File: config.mk
export PLATFORM = sky130hd
export DESIGN_NAME = spectrum_zero_padding_stream
export DESIGN_NICKNAME = d
export VERILOG_FILES = /design/src/sv/szp_pkg.sv /design/src/sv/szp_front.sv /design/src/sv/szp_queue.sv /design/src/sv/szp_back.sv /design/src/sv/spectrum_zero_padding_stream.sv
export SDC_FILE = /design/constraint.sdc
export NUM_CORES = 2
export LEC_CHECK = 0
export ABC_AREA = 1
export BUFFER_PORTS_ARGS = -buffer_cell sky130_fd_sc_hd__buf_2
export CAP_MARGIN = 10
export CORE_MARGIN = 8
export CORE_UTILIZATION = 45
export CTS_BUF_LIST = sky130_fd_sc_hd__clkbuf_16
export DETAILED_ROUTE_END_ITERATION = 10
export SYNTH_ARGS = -nofsm -noshare
export SYNTH_HDL_FRONTEND = slang
export SYNTH_SLANG_ARGS = --single-unit
export TNS_END_PERCENT = 20
File: constraint.sdc
create_clock -name clk -period 12.4 [get_ports clk]
set_input_delay 0.62 -clock clk [delete_from_list [all_inputs] [get_ports clk]]
set_output_delay 0.62 -clock clk [all_outputs]
set_load 0.02 [all_outputs]
File: src/sv/szp_pkg.sv
`timescale 1ns / 1ps
`default_nettype none

package szp_pkg;

  localparam int MZ_W    = 32;
  localparam int SIG_W   = 32;
  localparam int STEP_W  = 16;
  localparam int CFG_W   = 32;
  localparam int IDX_W   = 2;
  localparam int QDEPTH  = 4;
  localparam int QPTR_W  = $clog2(QDEPTH);
  localparam int QCNT_W  = $clog2(QDEPTH + 1);
  localparam int SLOTS   = 4;

  localparam logic [IDX_W-1:0] CFG_GAP_LIMIT  = 2'd0;
  localparam logic [IDX_W-1:0] CFG_MIN_SIGNAL = 2'd1;
  localparam logic [IDX_W-1:0] CFG_EDGE_STEP  = 2'd2;
  localparam logic [IDX_W-1:0] CFG_GAP_STEP   = 2'd3;

  localparam logic [MZ_W-1:0]   GAP_LIMIT_RST  = 32'd229376;
  localparam logic [SIG_W-1:0]  MIN_SIGNAL_RST = 32'd100;
  localparam logic [STEP_W-1:0] EDGE_STEP_RST  = 16'd6554;
  localparam logic [STEP_W-1:0] GAP_STEP_RST   = 16'd655;

  // result slots of one item, in emission order
  localparam logic [SLOTS-1:0] SEL_AUX1  = 4'b0001;
  localparam logic [SLOTS-1:0] SEL_AUX2  = 4'b0010;
  localparam logic [SLOTS-1:0] SEL_POINT = 4'b0100;
  localparam logic [SLOTS-1:0] SEL_TRAIL = 4'b1000;

  localparam logic [1:0] POS_FIRST  = 2'd0;
  localparam logic [1:0] POS_SECOND = 2'd1;
  localparam logic [1:0] POS_LATER  = 2'd2;

  typedef struct packed {
    logic [MZ_W-1:0]   gap_limit;
    logic [SIG_W-1:0]  min_signal;
    logic [STEP_W-1:0] edge_step;
    logic [STEP_W-1:0] gap_step;
  } szp_cfg_t;

  typedef struct packed {
    logic [SLOTS-1:0] mask;
    logic [MZ_W-1:0]  aux1_mz;
    logic [MZ_W-1:0]  aux2_mz;
    logic [SIG_W-1:0] aux_sig;
    logic [MZ_W-1:0]  mz;
    logic [SIG_W-1:0] sig;
    logic [MZ_W-1:0]  trail_mz;
  } szp_cmd_t;

endpackage

`default_nettype wire

File: src/sv/szp_front.sv
`timescale 1ns / 1ps
`default_nettype none

module szp_front
  import szp_pkg::*;
(
  input  wire logic             clk,
  input  wire logic             rst_n,
  input  wire szp_cfg_t         cfg,
  input  wire logic             in_valid,
  output logic                  in_ready,
  input  wire logic [MZ_W-1:0]  in_mz,
  input  wire logic [SIG_W-1:0] in_sig,
  input  wire logic             in_last,
  output logic                  push,
  output szp_cmd_t              push_cmd,
  input  wire logic             q_full
);

  logic [MZ_W-1:0]  prev_mz_r;
  logic [SIG_W-1:0] prev_sig_r;
  logic [1:0]       pos_r;
  logic [1:0]       pos_nxt;

  logic             s1_valid_r;
  logic [MZ_W-1:0]  s1_mz_r;
  logic [SIG_W-1:0] s1_sig_r;
  logic [MZ_W-1:0]  s1_prev_mz_r;
  logic [SIG_W-1:0] s1_prev_sig_r;
  logic [1:0]       s1_pos_r;
  logic             s1_last_r;
  logic             s1_strong_r;
  logic             s1_eq_r;
  logic [MZ_W:0]    s1_delta_r;

  logic             s2_valid_r;
  logic [MZ_W-1:0]  s2_mz_r;
  logic [SIG_W-1:0] s2_sig_r;
  logic [MZ_W-1:0]  s2_prev_mz_r;
  logic [1:0]       s2_pos_r;
  logic             s2_last_r;
  logic             s2_strong_r;
  logic             s2_eq_r;
  logic             s2_gap_r;
  logic [MZ_W+2:0]  s2_d3_r;
  logic [SIG_W-1:0] s2_low_r;
  logic [MZ_W-1:0]  s2_q_r;
  logic [MZ_W-1:0]  s2_g1_r;
  logic [MZ_W-1:0]  s2_g2_r;
  logic [MZ_W-1:0]  s2_t_r;

  logic             accept;
  logic             s2_take;
  logic [MZ_W:0]    delta;

  logic [MZ_W+2:0]  d3;
  logic [MZ_W:0]    q_raw;
  logic [MZ_W:0]    g1_raw;
  logic [MZ_W:0]    g2_raw;
  logic [MZ_W:0]    t_raw;
  logic             gap;

  logic [MZ_W+2:0]  edge_ext;
  logic [MZ_W+2:0]  inc;
  logic [MZ_W+3:0]  p_sum;
  logic [MZ_W-1:0]  pred;
  logic             later;
  logic             dropped;
  logic             pred_ok;
  logic             q_ok;

  assign push     = s2_valid_r && !q_full;
  assign s2_take  = !s2_valid_r || push;
  assign in_ready = !s1_valid_r || s2_take;
  assign accept   = in_valid && in_ready;
  assign delta    = {1'b0, in_mz} - {1'b0, prev_mz_r};

  always_comb begin
    if (in_last) begin
      pos_nxt = POS_FIRST;
    end else if (pos_r == POS_FIRST) begin
      pos_nxt = POS_SECOND;
    end else begin
      pos_nxt = POS_LATER;
    end
  end

  always_ff @(posedge clk) begin
    if (!rst_n) begin
      prev_mz_r  <= '0;
      prev_sig_r <= '0;
      pos_r      <= POS_FIRST;
      s1_valid_r <= 1'b0;
    end else begin
      if (accept) begin
        prev_mz_r  <= in_mz;
        prev_sig_r <= in_sig;
        pos_r      <= pos_nxt;
      end
      if (in_ready) begin
        s1_valid_r <= in_valid;
      end
    end
  end

  always_ff @(posedge clk) begin
    if (accept) begin
      s1_mz_r       <= in_mz;
      s1_sig_r      <= in_sig;
      s1_prev_mz_r  <= prev_mz_r;
      s1_prev_sig_r <= prev_sig_r;
      s1_pos_r      <= pos_r;
      s1_last_r     <= in_last;
      s1_strong_r   <= in_sig > cfg.min_signal;
      s1_eq_r       <= in_mz == prev_mz_r;
      s1_delta_r    <= delta;
    end
  end

  // stage 2: gap test, triple delta, saturated offsets
  always_comb begin
    d3     = {{2{s1_delta_r[MZ_W]}}, s1_delta_r}
           + {s1_delta_r[MZ_W], s1_delta_r, 1'b0};
    gap    = $signed(s1_delta_r) > $signed({1'b0, cfg.gap_limit});
    q_raw  = {1'b0, s1_mz_r} - {{(MZ_W-STEP_W+1){1'b0}}, cfg.edge_step};
    g1_raw = {1'b0, s1_prev_mz_r} + {{(MZ_W-STEP_W+1){1'b0}}, cfg.gap_step};
    g2_raw = {1'b0, s1_mz_r} - {{(MZ_W-STEP_W+1){1'b0}}, cfg.gap_step};
    t_raw  = {1'b0, s1_mz_r} + {{(MZ_W-STEP_W+1){1'b0}}, cfg.edge_step};
  end

  always_ff @(posedge clk) begin
    if (!rst_n) begin
      s2_valid_r <= 1'b0;
    end else if (s2_take) begin
      s2_valid_r <= s1_valid_r;
    end
  end

  always_ff @(posedge clk) begin
    if (s2_take && s1_valid_r) begin
      s2_mz_r      <= s1_mz_r;
      s2_sig_r     <= s1_sig_r;
      s2_prev_mz_r <= s1_prev_mz_r;
      s2_pos_r     <= s1_pos_r;
      s2_last_r    <= s1_last_r;
      s2_strong_r  <= s1_strong_r;
      s2_eq_r      <= s1_eq_r;
      s2_gap_r     <= gap;
      s2_d3_r      <= d3;
      s2_low_r     <= (s1_sig_r < s1_prev_sig_r) ? s1_sig_r : s1_prev_sig_r;
      s2_q_r       <= q_raw[MZ_W] ? '0 : q_raw[MZ_W-1:0];
      s2_g1_r      <= g1_raw[MZ_W] ? '1 : g1_raw[MZ_W-1:0];
      s2_g2_r      <= g2_raw[MZ_W] ? '0 : g2_raw[MZ_W-1:0];
      s2_t_r       <= t_raw[MZ_W] ? '1 : t_raw[MZ_W-1:0];
    end
  end

  // stage 3: predicted zero point and result plan
  always_comb begin
    edge_ext = {{(MZ_W-STEP_W+3){1'b0}}, cfg.edge_step};
    inc      = ($signed(s2_d3_r) < $signed(edge_ext)) ? s2_d3_r : edge_ext;
    p_sum    = {4'b0, s2_prev_mz_r} + {inc[MZ_W+2], inc};
    if (p_sum[MZ_W+3]) begin
      pred = '0;
    end else if (|p_sum[MZ_W+2:MZ_W]) begin
      pred = '1;
    end else begin
      pred = p_sum[MZ_W-1:0];
    end
    later   = s2_pos_r[1];
    dropped = later && s2_eq_r;
    pred_ok = later && !s2_eq_r && s2_strong_r && (pred < s2_mz_r);
    q_ok    = !dropped && !s2_last_r && s2_strong_r
           && (!pred_ok || (s2_q_r > pred)) && (s2_q_r > s2_prev_mz_r);

    push_cmd.mz       = s2_mz_r;
    push_cmd.sig      = s2_sig_r;
    push_cmd.trail_mz = s2_t_r;
    push_cmd.mask     = (dropped ? '0 : SEL_POINT) | (s2_last_r ? SEL_TRAIL : '0);
    if (s2_pos_r == POS_FIRST) begin
      push_cmd.aux1_mz = s2_q_r;
      push_cmd.aux2_mz = s2_q_r;
      push_cmd.aux_sig = '0;
      push_cmd.mask    = push_cmd.mask | SEL_AUX1;
    end else if (later && s2_gap_r) begin
      push_cmd.aux1_mz = s2_g1_r;
      push_cmd.aux2_mz = s2_g2_r;
      push_cmd.aux_sig = s2_low_r;
      push_cmd.mask    = push_cmd.mask | SEL_AUX1 | SEL_AUX2;
    end else begin
      push_cmd.aux1_mz = pred;
      push_cmd.aux2_mz = s2_q_r;
      push_cmd.aux_sig = '0;
      push_cmd.mask    = push_cmd.mask | (pred_ok ? SEL_AUX1 : '0)
                       | (q_ok ? SEL_AUX2 : '0);
    end
  end

endmodule

`default_nettype wire

File: src/sv/szp_queue.sv
`timescale 1ns / 1ps
`default_nettype none

module szp_queue
  import szp_pkg::*;
(
  input  wire logic     clk,
  input  wire logic     rst_n,
  input  wire logic     push,
  input  wire szp_cmd_t push_cmd,
  output logic          full,
  input  wire logic     pop,
  output szp_cmd_t      head,
  output logic          empty
);

  szp_cmd_t            entry_r [QDEPTH];
  logic [QPTR_W-1:0]   wr_ptr_r;
  logic [QPTR_W-1:0]   rd_ptr_r;
  logic [QCNT_W-1:0]   count_r;
  logic [QCNT_W-1:0]   count_nxt;

  assign full  = count_r == QCNT_W'(QDEPTH);
  assign empty = count_r == '0;
  assign head  = entry_r[rd_ptr_r];

  always_comb begin
    count_nxt = count_r;
    if (push && !(pop && !empty)) begin
      count_nxt = count_r + 1'b1;
    end else if (!push && pop && !empty) begin
      count_nxt = count_r - 1'b1;
    end
  end

  always_ff @(posedge clk) begin
    if (!rst_n) begin
      wr_ptr_r <= '0;
      rd_ptr_r <= '0;
      count_r  <= '0;
    end else begin
      count_r <= count_nxt;
      if (push) begin
        wr_ptr_r <= wr_ptr_r + 1'b1;
      end
      if (pop && !empty) begin
        rd_ptr_r <= rd_ptr_r + 1'b1;
      end
    end
  end

  always_ff @(posedge clk) begin
    if (push) begin
      entry_r[wr_ptr_r] <= push_cmd;
    end
  end

endmodule

`default_nettype wire

File: src/sv/szp_back.sv
`timescale 1ns / 1ps
`default_nettype none

module szp_back
  import szp_pkg::*;
(
  input  wire logic             clk,
  input  wire logic             rst_n,
  input  wire szp_cmd_t         head,
  input  wire logic             empty,
  output logic                  pop,
  output logic                  out_valid,
  input  wire logic             out_ready,
  output logic [MZ_W-1:0]       out_mz,
  output logic [SIG_W-1:0]      out_sig,
  output logic                  out_last
);

  logic [SLOTS-1:0] done_r;
  logic [SLOTS-1:0] done_nxt;
  logic             out_valid_r;
  logic             out_valid_nxt;
  logic [MZ_W-1:0]  out_mz_r;
  logic [SIG_W-1:0] out_sig_r;
  logic             out_last_r;

  logic [SLOTS-1:0] live;
  logic [SLOTS-1:0] sel;
  logic [SLOTS-1:0] rest;
  logic             slot_free;
  logic             step;
  logic             emit;
  logic [MZ_W-1:0]  sel_mz;
  logic [SIG_W-1:0] sel_sig;

  assign live      = head.mask & ~done_r;
  assign sel       = live & (~live + 1'b1);
  assign rest      = live & ~sel;
  assign slot_free = !out_valid_r || out_ready;
  assign step      = !empty && ((live == '0) || slot_free);
  assign emit      = step && (live != '0);
  assign pop       = step && (rest == '0);

  always_comb begin
    case (sel)
      SEL_AUX1: begin
        sel_mz  = head.aux1_mz;
        sel_sig = head.aux_sig;
      end
      SEL_AUX2: begin
        sel_mz  = head.aux2_mz;
        sel_sig = head.aux_sig;
      end
      SEL_POINT: begin
        sel_mz  = head.mz;
        sel_sig = head.sig;
      end
      SEL_TRAIL: begin
        sel_mz  = head.trail_mz;
        sel_sig = '0;
      end
      default: begin
        sel_mz  = '0;
        sel_sig = '0;
      end
    endcase
  end

  always_comb begin
    if (pop) begin
      done_nxt = '0;
    end else if (emit) begin
      done_nxt = done_r | sel;
    end else begin
      done_nxt = done_r;
    end
    if (emit) begin
      out_valid_nxt = 1'b1;
    end else if (out_ready) begin
      out_valid_nxt = 1'b0;
    end else begin
      out_valid_nxt = out_valid_r;
    end
  end

  always_ff @(posedge clk) begin
    if (!rst_n) begin
      done_r      <= '0;
      out_valid_r <= 1'b0;
    end else begin
      done_r      <= done_nxt;
      out_valid_r <= out_valid_nxt;
    end
  end

  always_ff @(posedge clk) begin
    if (emit) begin
      out_mz_r   <= sel_mz;
      out_sig_r  <= sel_sig;
      out_last_r <= rest == '0;
    end
  end

  assign out_valid = out_valid_r;
  assign out_mz    = out_mz_r;
  assign out_sig   = out_sig_r;
  assign out_last  = out_last_r;

endmodule

`default_nettype wire

File: src/sv/spectrum_zero_padding_stream.sv
// Zero padding of one mass-spectrum scan.
// in_ carries one point per beat: m/z (unsigned Q16.16) and intensity in tdata,
// in_tlast marks the final point of the scan. out_ carries the padded point
// list, one point per beat; out_tlast marks the last point caused by an input.
// cfg_ writes gap_limit (0), min_signal (1), edge_step (2), gap_step (3);
// write only while no point is in flight.
// The first result of a point passes the front stage registers, the plan queue
// and the output register. A three-stage front computes all results of a
// point and queues them as one plan (four entries deep); the back emits one
// result per cycle from the queue head while the output register is free. A
// point has one to four results, a dropped point none unless it ends the scan;
// the input accepts one beat per cycle while the queue has room.
// Reset clears the previous point, the scan position, the queue and the output
// register, and loads the register defaults.
// When out_tready is low the output register holds its beat, the back stops,
// the queue fills and in_tready falls once the front stages are full.
`timescale 1ns / 1ps
`default_nettype none

module spectrum_zero_padding_stream
  import szp_pkg::*;
(
  input  wire logic                   clk,
  input  wire logic                   rst_n,
  input  wire logic                   in_tvalid,
  output logic                        in_tready,
  input  wire logic [MZ_W+SIG_W-1:0]  in_tdata,   // mz_value, intensity
  input  wire logic                   in_tlast,   // scan_end
  output logic                        out_tvalid,
  input  wire logic                   out_tready,
  output logic [MZ_W+SIG_W-1:0]       out_tdata,  // out_mz, out_intensity
  output logic                        out_tlast,  // run_last
  input  wire logic                   cfg_we,
  input  wire logic [IDX_W-1:0]       cfg_addr,
  input  wire logic [CFG_W-1:0]       cfg_wdata
);

  szp_cfg_t   cfg_r;
  szp_cmd_t   push_cmd;
  szp_cmd_t   head;
  logic       q_push;
  logic       q_full;
  logic       q_pop;
  logic       q_empty;
  logic [MZ_W-1:0]  out_mz;
  logic [SIG_W-1:0] out_sig;

  always_ff @(posedge clk) begin
    if (!rst_n) begin
      cfg_r.gap_limit  <= GAP_LIMIT_RST;
      cfg_r.min_signal <= MIN_SIGNAL_RST;
      cfg_r.edge_step  <= EDGE_STEP_RST;
      cfg_r.gap_step   <= GAP_STEP_RST;
    end else if (cfg_we) begin
      case (cfg_addr)
        CFG_GAP_LIMIT:  cfg_r.gap_limit  <= cfg_wdata[MZ_W-1:0];
        CFG_MIN_SIGNAL: cfg_r.min_signal <= cfg_wdata[SIG_W-1:0];
        CFG_EDGE_STEP:  cfg_r.edge_step  <= cfg_wdata[STEP_W-1:0];
        CFG_GAP_STEP:   cfg_r.gap_step   <= cfg_wdata[STEP_W-1:0];
        default: begin
        end
      endcase
    end
  end

  szp_front u_front (
    .clk      (clk),
    .rst_n    (rst_n),
    .cfg      (cfg_r),
    .in_valid (in_tvalid),
    .in_ready (in_tready),
    .in_mz    (in_tdata[MZ_W-1:0]),
    .in_sig   (in_tdata[MZ_W+SIG_W-1:MZ_W]),
    .in_last  (in_tlast),
    .push     (q_push),
    .push_cmd (push_cmd),
    .q_full   (q_full)
  );

  szp_queue u_queue (
    .clk      (clk),
    .rst_n    (rst_n),
    .push     (q_push),
    .push_cmd (push_cmd),
    .full     (q_full),
    .pop      (q_pop),
    .head     (head),
    .empty    (q_empty)
  );

  szp_back u_back (
    .clk       (clk),
    .rst_n     (rst_n),
    .head      (head),
    .empty     (q_empty),
    .pop       (q_pop),
    .out_valid (out_tvalid),
    .out_ready (out_tready),
    .out_mz    (out_mz),
    .out_sig   (out_sig),
    .out_last  (out_tlast)
  );

  assign out_tdata = {out_sig, out_mz};

  a_no_overflow: assert property (@(posedge clk) disable iff (!rst_n)
    q_push |-> !q_full)
    else $error("plan queue written while full");

  a_no_underflow: assert property (@(posedge clk) disable iff (!rst_n)
    q_pop |-> !q_empty)
    else $error("plan queue popped while empty");

  a_reset_idle: assert property (@(posedge clk)
    !rst_n |=> !out_tvalid)
    else $error("output beat valid right after reset");

  a_result_needs_plan: assert property (@(posedge clk) disable iff (!rst_n)
    (!out_tvalid || out_tready) && q_empty |=> !out_tvalid)
    else $error("result beat without a queued plan");

endmodule

`default_nettype wire

Word level (Yosys, flattened, before mapping)
Memory sizes are Yosys's and may differ from the RTL's. A register that Yosys moved wholly into a read port is not among the register bits.
Index checks and enable logic that the tools add are counted.

storage, ports and cells
  flip-flop bits (word level) = 704
  memory bits (writable) = 784
  bits of input ports = 104
  memories kept = 1

operators by class
  add/subtract/negate cells = 12
  $lt $le $gt $ge = 7
  equality and inequality tests = 9
  mux-type cells = 22
  bitwise logic cells = 11
  reduce and logical (&&, ||, !) cells = 51

memories
  memory           depth  width  read ports  clocked after memory_dff  write ports  RTL line         RTL
  u_queue.entry_r  4      196    1           1                         1            szp_queue.sv:17  szp_cmd_t entry_r [QDEPTH];

operators with widths
  operator                                         number
  100-bit two-way mux                              2
  32-bit case mux with 4 select lines              1
  32-bit greater-than comparator                   3
  32-bit two-way mux                               3
  32-bit by 16-bit adder with 33-bit output        2
  32-bit by 16-bit subtractor with 33-bit output   2
  32-bit < comparator                              2
  32-bit case mux with 2 select lines              1
  33-bit by 35-bit adder with 36-bit output        1
  33-bit by 34-bit adder with 35-bit output        1
  35-bit by 17-bit < comparator with 1-bit output  1
  35-bit two-way mux                               1
  33-bit greater-than comparator                   1
  32-bit by 32-bit subtractor with 33-bit output   1
  32-bit equality test                             1
  1-bit logical AND                                19
  4-bit bitwise OR                                 4
  4-bit bitwise AND                                3
  4-bit NOT                                        3
  1-bit zero test                                  11
  2-bit two-way mux                                5
  3-bit two-way mux                                3
  4-bit zero test                                  2
  2-bit AND reduction                              4
  other kinds (21)                                 35

Longest topological paths before layout
  depth after elaboration = 16
  depth in mapped cells = 45
  gate-level depth less buffers = 43

Hierarchy
From an unflattened synthesis, not the netlist that was laid out.

unflattened totals
  cell total of the unflattened synthesis = 6,657
  area total of the unflattened synthesis = 70,607.7 um^2

modules (own cells, without submodules)
  module                        times used  cells each  area an instance (um^2)
  szp_front                     1           3,799       33,778.6
  szp_queue                     1           1,961       29,433.2
  spectrum_zero_padding_stream  1           585         3,962.6
  szp_back                      1           312         3,433.3

Worst setup path before layout
No wires, ideal clock.

  path type = reg2reg
  start point = register u_queue.count_r[0]
  end point = memory u_queue.entry_r[0][0] (netlist name), enable pin
  library setup time = 756 ps
  data arrival time = 8,848 ps
  required time = 11,644 ps
  slack = 2,795 ps
  stages on the path, launching flop included = 5
  buffers on the path = 0
  path through = dfxtp_1 -> nor2_1 -> nand2_1 -> nand2_1 -> nor2_1

between the ends
  longest elaborated chain between the ends = 5

RTL lines
  what                                     RTL line         RTL
  from (decl)                              szp_queue.sv:20  logic [QCNT_W-1:0] count_r;
  from (signal assigned)                   szp_queue.sv:42  count_r <= count_nxt;
  3-bit equality test                      szp_queue.sv:23  assign full = count_r == QCNT_W'(QDEPTH);
  1-bit zero test                          szp_front.sv:72  assign push = s2_valid_r && !q_full;
  1-bit logical AND                        szp_front.sv:72
  1-bit two-way mux                        szp_queue.sv:53  if (push) begin
  1-bit two-way mux (implied by the code)  szp_queue.sv:54  entry_r[wr_ptr_r] <= push_cmd;
  to (decl)                                szp_queue.sv:17

No other way between the ends.

==> flow_metrics.tcl <==
set metrics [dict create \
    viasPerCell 5.49 \
    max_slew_margin 0.236 \
    die_h_um 408 \
    core_area_sq_mm 0.153 \
    routed_wl_mm 197 \
    clockBufferDepth 3 \
    hp-class "in -> reg" \
    drive_above_1_share 0.0907 \
    yosysUniqueCellTypes 67 \
    std_cell_rows 144 \
    cts.sinks 1490 \
    min_period_ps 7800 \
    synth_warnings 0 \
    drt_iter0_drc 4684 \
    worst-setup-path-type "reg -> reg" \
    power_density_mw_per_mm2 182 \
    synthArstFlopShare 0 \
    fin_crit_sh 0.629 \
    initial_core_util 0.451 \
    peakVddDrop_mv 0.132 \
    syn_to_final_growth_pct 11.6 \
    cts_buffers 156 \
    reg2reg_slack_ps 4600 \
    cts_tree "built" \
    rr_worst_depth 43 \
    syn_nets 6870 \
    max_cap_viol_count 0 \
    htreeDepth 4 \
    gp_congestion 0.940 \
    antenna_found_initial 18 \
    grt_pass1_vias 44640 \
    cp-end-kind "flop" \
    fmax_mhz 128 \
    fin_tns_setup_ps 0 \
    postSynthCellCount 6388 \
    critPathMaxStageDelay_ps 570 \
    crit_end "u_queue.entry_r[2][193]" \
    holdWs_ps 58.0 \
    crit_start "cfg_r[17]" \
    maxSlewViolCount 0 \
    die_w_um 408 \
    grt_usage 0.228 \
    ys_dominant_reg_cell "edfxtp_1" \
    seq_area_sq_mm 0.0430 \
    fill_cells 13676 \
    multi_input_area_sq_mm 0.0228 \
    io_buffers 170 \
    cpMostUsedCell "nand2_1" \
    outcome "finished clean" \
    die-area_sq_mm 0.166 \
    num_io_pins 171 \
    synth-seq-cells 1490 \
    worst_ep_required_time_ps 12860 \
    synth_area_sq_mm 0.0691 \
    r2r_end "u_queue.entry_r[2][193]" \
    clock_latency_ps 790 \
    crit_path_start_kind "flop" \
    tightest_slew_ps 1150 \
    finalSetupViolations 0 \
    grt_overflow_total 0 \
    critPathMaxFanout 50 \
    finalHoldViolations 0 \
    seq_area_frac_synth 0.622 \
    crit-reg2reg-launch "cfg_r[17]" \
    vias 47800 \
    p_leak_nw 29.8 \
    ant_nets 0 \
    drc_errors 0 \
    synth-edff-count 1312 \
    cts.repair.resized 0 \
    clk_root_buffer_cell "clkbuf_16" \
    first_pass_iters 6 \
    cts_setup_buffers 0 \
    clkSlewWorstSetupHoldPaths_ps 60 \
    skew_ps 39.9 \
    arrival_ps 8260 \
    avgSynthCellArea_sq_um 10.8 \
    wire_per_inst_um 22.6 \
    cpMaxStageDelayCell "nand3_2" \
    rsz0062_at_grt "no" \
    dp_hpwl_mm 137 \
    grt_pass1_wl_mm 290 \
    grt_max_degree 133 \
    nets 7005 \
]
## where the power goes
group	internal, W	switching [W]
logic	0.000932	0.00232
registers	0.00602	0.000247
clock network	0.00259	0.00195
total	0.00954	0.00452
## worst max-delay path: cells and delay by family, from the launching register on
| kind | cells | cell delay, ps |
|---|---|---|
| AND/OR/NAND/NOR | 21 | 2360 |
| buffers and inverters | 6 | 1450 |
| AO/OA/AOI/OAI | 11 | 1720 |
| flip-flops | 1 | 390 |
| adder cells (fa/ha/maj) | 5 | 1490 |
## layer usage
layer	part of all wire	global-route usage	wire, um	vias to the layer above
met4	0.028	0.0676	5510	0
met3	0.066	0.0321	13100	273
met5	0	0	0	-
li1	-	-	-	22817
met2	0.43	0.338	85100	1582
met1	0.47	0.348	93300	23128
## placed cells by master, fill, tap and decap left out, types with 11 or more instances in the layout
| master | Yosys | final |
|---|---|---|
| a31oi_1 | 21 | 21 |
| ha_1 | 370 | 370 |
| a21oi_2 | 22 | 22 |
| inv_1 | 627 | 662 |
| a21boi_2 | 11 | 11 |
| nor3_1 | 42 | 41 |
| nand2_1 | 759 | 756 |
| inv_2 | 25 | 25 |
| nand3_1 | 101 | 101 |
| bufinv_16 | 0 | 12 |
| o211ai_1 | 21 | 21 |
| o22ai_1 | 195 | 195 |
| nand2_2 | 25 | 26 |
| xor2_1 | 79 | 79 |
| clkinv_1 | 3 | 36 |
| o21ai_2 | 25 | 25 |
| a21o_1 | 13 | 13 |
| buf_4 | 2 | 49 |
| buf_2 | 13 | 169 |
| dfxtp_1 | 178 | 176 |
| nor2_1 | 805 | 799 |
| a21oi_1 | 446 | 446 |
| edfxtp_1 | 1312 | 1312 |
| o21ai_1 | 59 | 59 |
| xnor2_1 | 48 | 48 |
| clkbuf_16 | 0 | 160 |
| nand4_1 | 78 | 78 |
| a22o_1 | 32 | 32 |
| o21bai_1 | 12 | 12 |
| clkinv_2 | 0 | 23 |
| nor4_1 | 16 | 16 |
| o21ai_0 | 690 | 690 |
## cell type report
type                    instances  area share
clock inverters               123      0.0124
clock buffers                 160      0.0519
inverters                     657      0.0324
diodes                          9    0.000292
multi-input cells            3989       0.295
well taps                    2044      0.0332
repair buffers                229      0.0176
flip-flops and latches       1490       0.557
## cell families (layout without fill, tap and decap cells)
kind of cell	count (synthesis)	after routing	share of synthesized area
simple gates	1875	1875	0.112
other cells	0	9	0
compound gates	1609	1609	0.131
xor+xnor	127	127	0.0161
flops	1490	1490	0.622
fa+ha+maj	378	378	0.0693
buf+inv	909	1169	0.0500
## repair_timing
item	CTS	global route
endpoints found under the hold margin	8	0
setup endpoints to repair	0	0
hold buffers	8	0
## synthesized netlist by cell type (79+ instances only)
master / number / area share
nand3_1: 101 / 0.0073
ha_1: 370 / 0.067
clkbuf_1: 224 / 0.012
dfxtp_1: 178 / 0.052
o22ai_1: 195 / 0.018
xor2_1: 79 / 0.010
nor2_1: 805 / 0.044
edfxtp_1: 1312 / 0.57
o21ai_0: 690 / 0.050
nand2_1: 759 / 0.041
inv_1: 627 / 0.034
a21oi_1: 446 / 0.032
## sequential cells by signal, summed over array words and instances, names as in the netlist, 33 cells and up, named ones only
signal	cells
u_queue.entry_r	784
u_front.s1_delta_r	33
u_front.s2_d3_r	35
cfg_r	96
## per-stage QoR
step | instance area (sq um) | cells | total power [W] | setup slack [ps] | utilization
2_1_floorplan | 69100 | 6388 | 0.00841 | 2800 | -
3_3_place_gp | 72100 | 8401 | 0.00960 | 4770 | 0.470
3_5_place_dp | 72100 | 8401 | 0.00964 | 4670 | 0.470
4_1_cts | 77100 | 8692 | 0.0142 | 4600 | 0.503
5_1_grt | 77100 | 8700 | 0.0147 | 3900 | 0.503
6_report | 77100 | 8701 | 0.0141 | 4600 | 0.503
## worst min-delay path by stage
stage	from	to	slack [ps]	depth (start not counted)
2_1_floorplan	u_front.s1_eq_r	u_front.s2_eq_r	400	0
3_3_place_gp	u_front.s1_pos_r[1]	u_front.s2_pos_r[1]	410	0
3_5_place_dp	u_front.s1_pos_r[1]	u_front.s2_pos_r[1]	400	0
4_1_cts	in_tdata[15]	u_front.s1_mz_r[15]	1	1
5_1_grt	in_tdata[15]	u_front.s1_mz_r[15]	20	1
6_report	in_tdata[22]	u_front.s1_mz_r[22]	60	1
Power figures use the tool's default switching activity.
